<file path="src/rtl/pic_pkg.sv">
// shared types and constants of the platform interrupt controller
package pic_pkg;

	localparam int NUM_SOURCES_DEF   = 256;
	localparam int PRIORITY_BITS_DEF = 3;
	localparam int THR_W             = 3;
	localparam int ID_W              = 8;
	localparam int WORD_W            = 32;

	typedef enum logic [1:0] {
		FUNC_LINE     = 2'd0,
		FUNC_COMPLETE = 2'd1,
		FUNC_PRIO     = 2'd2,
		FUNC_ENABLE   = 2'd3
	} pic_func_t;

	typedef struct packed {
		pic_func_t         func;
		logic [ID_W-1:0]   source_id;
		logic              line_level;
		logic [2:0]        priority_value;
		logic [2:0]        enable_index;
		logic [WORD_W-1:0] enable_mask;
	} pic_item_t;

	typedef struct packed {
		logic [ID_W-1:0] claim_id;
		logic            core_irq;
	} pic_result_t;

	typedef enum logic [2:0] {
		ST_CLEAR,
		ST_IDLE,
		ST_SCAN,
		ST_FINISH,
		ST_DONE
	} pic_state_t;

endpackage

</file>
<file path="src/rtl/platform_interrupt_controller_unit.sv">
// single-context interrupt controller top level with sequential arbitration scan
// writes, and line changes that start no arbitration, go from ST_IDLE straight to ST_DONE;
// when arbitration runs it goes through ST_SCAN (one priority memory read per source from 1
// up), ST_FINISH and ST_DONE; a new request is taken only after the result has been loaded
// after reset a sweep in ST_CLEAR zeroes the priority memory, item_ready low
// threshold writes are taken in every cycle
module platform_interrupt_controller_unit #(
	parameter int NUM_SOURCES   = pic_pkg::NUM_SOURCES_DEF,
	parameter int PRIORITY_BITS = pic_pkg::PRIORITY_BITS_DEF
) (
	input  logic                       clk,
	input  logic                       arst_n,
	input  logic                       item_valid,
	output logic                       item_ready,
	input  pic_pkg::pic_item_t         item,
	output logic                       result_valid,
	input  logic                       result_ready,
	output pic_pkg::pic_result_t       result,
	input  logic                       cfg_valid,
	output logic                       cfg_ready,
	input  logic [pic_pkg::THR_W-1:0]  cfg_threshold
);
	import pic_pkg::*;

	localparam int IDX_W        = $clog2(NUM_SOURCES);
	localparam int SRC_W        = ((IDX_W > ID_W) ? IDX_W : ID_W) + 1;
	localparam int PW           = (PRIORITY_BITS > THR_W) ? PRIORITY_BITS : THR_W;
	localparam int ENABLE_WORDS = NUM_SOURCES / WORD_W;
	localparam logic [IDX_W-1:0] LAST_IDX  = IDX_W'(NUM_SOURCES - 1);
	localparam logic [SRC_W-1:0] SRC_LIMIT = SRC_W'(NUM_SOURCES);
	localparam logic [NUM_SOURCES-1:0] NO_SRC0 = {{(NUM_SOURCES-1){1'b1}}, 1'b0};

	pic_state_t state_q, state_d;

	logic [IDX_W-1:0]       cnt_q;
	logic [NUM_SOURCES-1:0] line_q;
	logic [NUM_SOURCES-1:0] pend_q;
	logic [NUM_SOURCES-1:0] en_q;
	logic [THR_W-1:0]       thr_q;
	logic [ID_W-1:0]        claim_q;
	logic                   irq_q;
	logic                   result_valid_q;
	pic_result_t            result_q;

	logic [PRIORITY_BITS-1:0] prio_mem [NUM_SOURCES];
	logic [PRIORITY_BITS-1:0] prio_rd_s1;
	logic                     pend_s1;
	logic [IDX_W-1:0]         idx_s1;
	logic                     vld_s1;

	logic [IDX_W-1:0] best_q;
	logic [PW-1:0]    best_prio_q;

	logic                     accept;
	logic [SRC_W-1:0]         src_w;
	logic                     src_ok;
	logic [IDX_W-1:0]         src_idx;
	logic [NUM_SOURCES-1:0]   line_new;
	logic                     rising;
	logic [NUM_SOURCES-1:0]   mark_vec;
	logic                     marked;
	logic                     do_line;
	logic                     do_complete;
	logic                     go_scan;

	logic                     mem_clear;
	logic                     scan_issue;
	logic                     finish;
	logic                     load_result;
	logic                     mem_we;
	logic [IDX_W-1:0]         mem_wa;
	logic [PRIORITY_BITS-1:0] mem_wd;

	logic [PW-1:0]    p_ext;
	logic [PW-1:0]    thr_ext;
	logic             hit;
	logic [IDX_W-1:0] best_d;

	// request decode
	assign accept      = item_valid && item_ready;
	assign src_w       = SRC_W'(item.source_id);
	assign src_ok      = src_w < SRC_LIMIT;
	assign src_idx     = src_w[IDX_W-1:0];
	assign rising      = !line_q[src_idx] && item.line_level;
	assign do_line     = accept && (item.func == FUNC_LINE) && src_ok;
	assign do_complete = accept && (item.func == FUNC_COMPLETE) && src_ok;

	always_comb begin
		line_new = line_q;
		line_new[src_idx] = item.line_level;
	end

	assign mark_vec = en_q & line_new & NO_SRC0;
	assign marked   = |mark_vec;
	assign go_scan  = (do_line && rising && marked) || do_complete;

	// sequencer next state
	always_comb begin
		state_d = state_q;
		unique case (state_q)
			ST_CLEAR: begin
				if (cnt_q == LAST_IDX) state_d = ST_IDLE;
			end
			ST_IDLE: begin
				if (accept) state_d = go_scan ? ST_SCAN : ST_DONE;
			end
			ST_SCAN: begin
				if (cnt_q == LAST_IDX) state_d = ST_FINISH;
			end
			ST_FINISH: begin
				state_d = ST_DONE;
			end
			ST_DONE: begin
				if (!result_valid_q || result_ready) state_d = ST_IDLE;
			end
			default: begin
				state_d = ST_IDLE;
			end
		endcase
	end

	// sequencer outputs
	always_comb begin
		item_ready  = 1'b0;
		mem_clear   = 1'b0;
		scan_issue  = 1'b0;
		finish      = 1'b0;
		load_result = 1'b0;
		unique case (state_q)
			ST_CLEAR:  mem_clear = 1'b1;
			ST_IDLE:   item_ready = 1'b1;
			ST_SCAN:   scan_issue = 1'b1;
			ST_FINISH: finish = 1'b1;
			ST_DONE:   load_result = !result_valid_q || result_ready;
			default:   item_ready = 1'b0;
		endcase
	end

	assign cfg_ready    = 1'b1;
	assign result_valid = result_valid_q;
	assign result       = result_q;

	// priority memory port
	assign mem_we = mem_clear || (accept && (item.func == FUNC_PRIO) && src_ok);
	assign mem_wa = mem_clear ? cnt_q : src_idx;
	assign mem_wd = mem_clear ? '0 : PRIORITY_BITS'(item.priority_value);

	always_ff @(posedge clk) begin
		if (mem_we) prio_mem[mem_wa] <= mem_wd;
		prio_rd_s1 <= prio_mem[cnt_q];
	end

	// compare stage of the scan
	assign p_ext   = PW'(prio_rd_s1);
	assign thr_ext = PW'(thr_q);
	assign hit     = vld_s1 && pend_s1 && (p_ext > thr_ext) && (p_ext > best_prio_q);
	assign best_d  = hit ? idx_s1 : best_q;

	always_ff @(posedge clk) begin
		pend_s1 <= pend_q[cnt_q];
		idx_s1  <= cnt_q;
		if (accept) begin
			best_q      <= '0;
			best_prio_q <= '0;
		end else if (hit) begin
			best_q      <= idx_s1;
			best_prio_q <= p_ext;
		end
		if (load_result) result_q <= '{claim_id: claim_q, core_irq: irq_q};
	end

	always_ff @(posedge clk or negedge arst_n) begin
		if (!arst_n) begin
			state_q        <= ST_CLEAR;
			cnt_q          <= '0;
			vld_s1         <= 1'b0;
			line_q         <= '0;
			pend_q         <= '0;
			en_q           <= '0;
			thr_q          <= '0;
			claim_q        <= '0;
			irq_q          <= 1'b0;
			result_valid_q <= 1'b0;
		end else begin
			state_q <= state_d;
			vld_s1  <= scan_issue;

			if (mem_clear || scan_issue) begin
				cnt_q <= (cnt_q == LAST_IDX) ? '0 : cnt_q + 1'b1;
			end else if (accept) begin
				cnt_q <= IDX_W'(1);
			end

			if (cfg_valid) thr_q <= cfg_threshold;

			if (do_line) begin
				line_q[src_idx] <= item.line_level;
				if (rising) pend_q <= pend_q | mark_vec;
			end

			if (do_complete) begin
				pend_q[src_idx] <= 1'b0;
				irq_q           <= 1'b0;
			end

			for (int w = 0; w < ENABLE_WORDS; w++) begin
				if (accept && (item.func == FUNC_ENABLE) && (32'(item.enable_index) == w)) begin
					en_q[w*WORD_W +: WORD_W] <= item.enable_mask;
				end
			end

			if (finish) begin
				claim_q <= ID_W'(best_d);
				if (best_d != '0) irq_q <= 1'b1;
			end

			if (load_result) begin
				result_valid_q <= 1'b1;
			end else if (result_ready) begin
				result_valid_q <= 1'b0;
			end
		end
	end

endmodule

</file>
<file path="config.mk">
export PLATFORM = sky130hd
export DESIGN_NAME = platform_interrupt_controller_unit
export DESIGN_NICKNAME = d
export VERILOG_FILES = /design/src/rtl/pic_pkg.sv /design/src/rtl/platform_interrupt_controller_unit.sv
export SDC_FILE = /design/constraint.sdc
export NUM_CORES = 2
export LEC_CHECK = 0
export BUFFER_PORTS_ARGS = -buffer_cell sky130_fd_sc_hd__buf_4
export CAP_MARGIN = 20
export CORE_ASPECT_RATIO = 0.5
export CORE_MARGIN = 5
export CORE_UTILIZATION = 36
export DETAILED_ROUTE_END_ITERATION = 10
export PLACE_DENSITY = 0.49
export RECOVER_POWER = 100
export SETUP_SLACK_MARGIN = 0.02
export SLEW_MARGIN = 20
export SYNTH_ARGS = -nofsm -noshare
export SYNTH_HDL_FRONTEND = slang
export SYNTH_SLANG_ARGS = --single-unit
</file>
<file path="constraint.sdc">
create_clock -name clk -period 4.93 [get_ports clk]
set_input_delay 1.2325 -clock clk [delete_from_list [all_inputs] [get_ports clk]]
set_output_delay 1.2325 -clock clk [all_outputs]
set_load 0.02 [all_outputs]
</file>
==> key figures <==
Yosys
  – Cell variety after synth: 63
  – Post-synth net total: 5,696
  – Synth async-reset ratio: 0.497
  – Synthesized flop and latch total: 1,592
  – XOR/XNOR Fraction of Synth Area: 0
  – Post-synth EDFFs: 777
  – Synthesis Warnings: 0
  – Sequential element share of the synthesized area: 0.601
  – Largest family of logic cells by synthesized area: multiplexers
  – Multiplexer share of the synthesized area: 0.165
  – Mapped Area: 72,600 sq um
  – Syn Inst Count: 5,632
  – Compound-gate portion of the synthesized area: 0.108
  – Synth Area per Inst: 12.9 sq um
  – Main synth FF type: dfrtp_1
  – Simple-gate share of the synthesized area: 0.0929
  – Adder-cell area share of the yosys netlist: 0.00121

Detailed routing
  – WL per Instance: 30.9 um
  – Via Count: 52,764
  – DR vias/cell: 6.02
  – Drc violations: 0
  – Initial DRC Count: 6,432
  – Post-route ant nets: 0
  – WL final: 271,000 um
  – Initial DRT Pass Iterations: 6

Clocking
  – Worst-path clk slew: 0.06 ns
  – Clock Tree Buf Depth: 4
  – Clock Latency Late Sink: 0.85 ns
  – # clock sinks: 1,592
  – Cts bufs inserted: 164
  – Root Buffer: clkbuf_16
  – Postcts setup bufs: 0
  – # H-tree levels: 4
  – TritonCTS clock tree: yes

Die
  – Row count: 116
  – Die Height: 327 um
  – Die area: 211,000 sq um
  – Core area: 200,000 sq um
  – Starting Density: 0.362
  – # IOs: 69
  – Die Width: 645 um

Finish
  – Area grow syn2layout: 17.4%
  – Most frequent cells in the layout: dfrtp_1, edfxtp_1, buf_4, o21ai_0, a21oi_1
  – Share of cells above drive strength 1: 0.259
  – Final Util: 0.425
  – Commonest non-fill, non-tap cell in the layout: dfrtp_1
  – Fillers: 18,445
  – Register area: 43,600 sq um
  – Multi-input logic area: 26,900 sq um
  – Post-layout nets: 6,040

Worst setup path
  – Critical path, cell by cell: buf_4 -> or4b_2 -> buf_2 -> buf_4 -> o21ai_0 -> a21boi_0 -> nor4_2 -> nand4_1 -> buf_4 -> nor4_1 -> clkbuf_1 -> nand4_1 -> buf_4 -> nand2_1 -> nand3_1
  – Crit path max fanout: 13
  – Worst endpoint required time: 5.62 ns
  – CP peak stage delay: 0.74 ns
  – Endpoint class of the critical path: flop
  – Critical Path Most Common Cell: buf_4
  – Kind of critical path: in2reg
  – Crit-path leading delay family: simple AND/OR/NAND/NOR gates
  – Startpoint Class: primary input
  – Slowest-stage cell, CP: nor4_1
  – Worst EP arrival: 5.57 ns
  – Critical path buffers and inverters: 6

Pwr
  – Worst vdd ir: 0.641 mV
  – Net Sw Frac: 0.309
  – Clk pwr share: 0.323
  – Pleak: 33.1 nW
  – Combinational share of power: 0.250
  – Pint: 26.5 mW
  – Power density over cell area: 449 nW/um^2
  – Sequential power share: 0.427
  – Switching power: 11.8 mW

Timing
  – Final worst-path cycle share: 0.991
  – Max_slew headroom: -1.18
  – Pins Over Slew Limit: 760
  – Fmax achieved: 205 MHz
  – Setup WS post-layout: 0.0439 ns
  – Final Skew: 0.0687 ns
  – Tmin final: 4.89 ns
  – Setup TNS: 0 ns
  – RSZ-0062 raised after global routing: false
  – Slew @ Worst Pin: 3.28 ns
  – Hold Fails Final Rpt: 0
  – Final setup viols: 0

Status
  – Outcome: finished, violations left
  – Failing checks: capacitance limit, slew limit

Flow run
  – Total of max-cap violations: 19

Global route
  – Initial antenna violation count: 15
  – Total congestion overflow: 0
  – First-pass GRT wire length: 389,000 um
  – Largest net degree at the start of global routing: 96
  – Tot GR Track Use: 0.251
  – Vias in the first global route: 53,328

Placed design
  – Pre-CTS setup slack: -0.894 ns
  – IO buf count: 67
  – Final Wtd Congestion: 0.947
  – DP HPWL: 185,000 um

Worst hold path
  – HP Class: reg2reg
==> power by group through the flow <==
stage	clock (mW)	sequential [mW]	combinational, mW
after floorplan	0	16.4	5.78
after global placement	0	16.5	9.64
after detailed placement	0	16.6	9.74
after CTS	12.6	16.3	9.75
after global routing	13.1	16.4	10.1
final	12.3	16.3	9.58
==> worst paths after layout <==
| kind | to | slack (ns) | depth (start not counted) | start |
|---|---|---|---|---|
| max | state_q[1] | 0.04 | 15 | item[46] |
| min | result[2] | 0.45 | 0 | claim_q[1] |
| max reg2reg | line_q[186] | 0.15 | 7 | state_q[2] |
| min reg2reg | result[2] | 0.45 | 0 | claim_q[1] |
| max in group asynchronous | line_q[205] | 0.72 | 3 | arst_n |
| min in group asynchronous | en_q[137] | 1.09 | 1 | arst_n |
==> kinds of logic after synthesis <==
logic type | after synthesis
and+or+nand+nor | 1420
other | 1
AOI/OAI and AO/OA | 1390
muxes | 686
DFF | 1592
buffers and inverters | 536
adders and majority gates | 7
==> metrics by stage <==
stage | hold WS [ns] | instances | power (mW) | area, sq um
2_1_floorplan | 0.345 | 5632 | 22.2 | 72600
3_3_place_gp | 0.443 | 8464 | 26.2 | 80300
3_5_place_dp | 0.442 | 8464 | 26.3 | 80300
4_1_cts | 0.456 | 8752 | 38.6 | 85500
5_1_grt | 0.471 | 8753 | 39.7 | 85200
6_report | 0.454 | 8762 | 38.3 | 85200
==> area by class of cell <==
class	instances	share of cell area
well taps	2655	0.0390
repair buffers	702	0.0711
multi-input cells	3504	0.316
inverters	12	0.000588
diodes	9	0.000264
clock buffers	226	0.0548
clock inverters	62	0.00613
flip-flops and latches	1592	0.512
==> registers in the layout, indices dropped and copies added (netlist names), named ones only <==
name          flops
state_q           3
idx_s1            8
en_q            255
prio_mem        768
irq_q             1
thr_ext           3
result            9
cnt_q             8
pend_s1           1
vld_s1            1
line_q          255
best_q            8
result_valid      1
p_ext             3
best_prio_q       3
pend_q          256
claim_q           8
==> routing by layer <==
layer	wire [um]	GRT usage
met3	21900	0.0544
met5	0	0
met1	110000	0.332
met4	14400	0.118
met2	125000	0.396
==> repair_timing <==
action | 4_1_cts | 5_1_grt
hold buffers | 0 | 0
gates resized for setup | 1 | 0
endpoints found under the setup margin | 2 | 0
==> cells in the mapped netlist (all sizes together) (19+ instances only) <==
library cell	n	area, sq um
dfrtp	792	19800
edfxtp	777	23300
o21ai	526	2630
a21oi	519	2600
nand3	509	2550
clkbuf	399	1500
mux4	382	8600
nand2	368	1380
nor2	330	1240
mux2	264	2970
a21boi	240	1800
buf	125	757
nor4	74	463
mux2i	40	400
nand4	26	163
dfxtp	23	460
o211ai	20	150
o31ai	20	150
a22oi	19	143
Note: power is estimated with default switching activity, not from simulation.
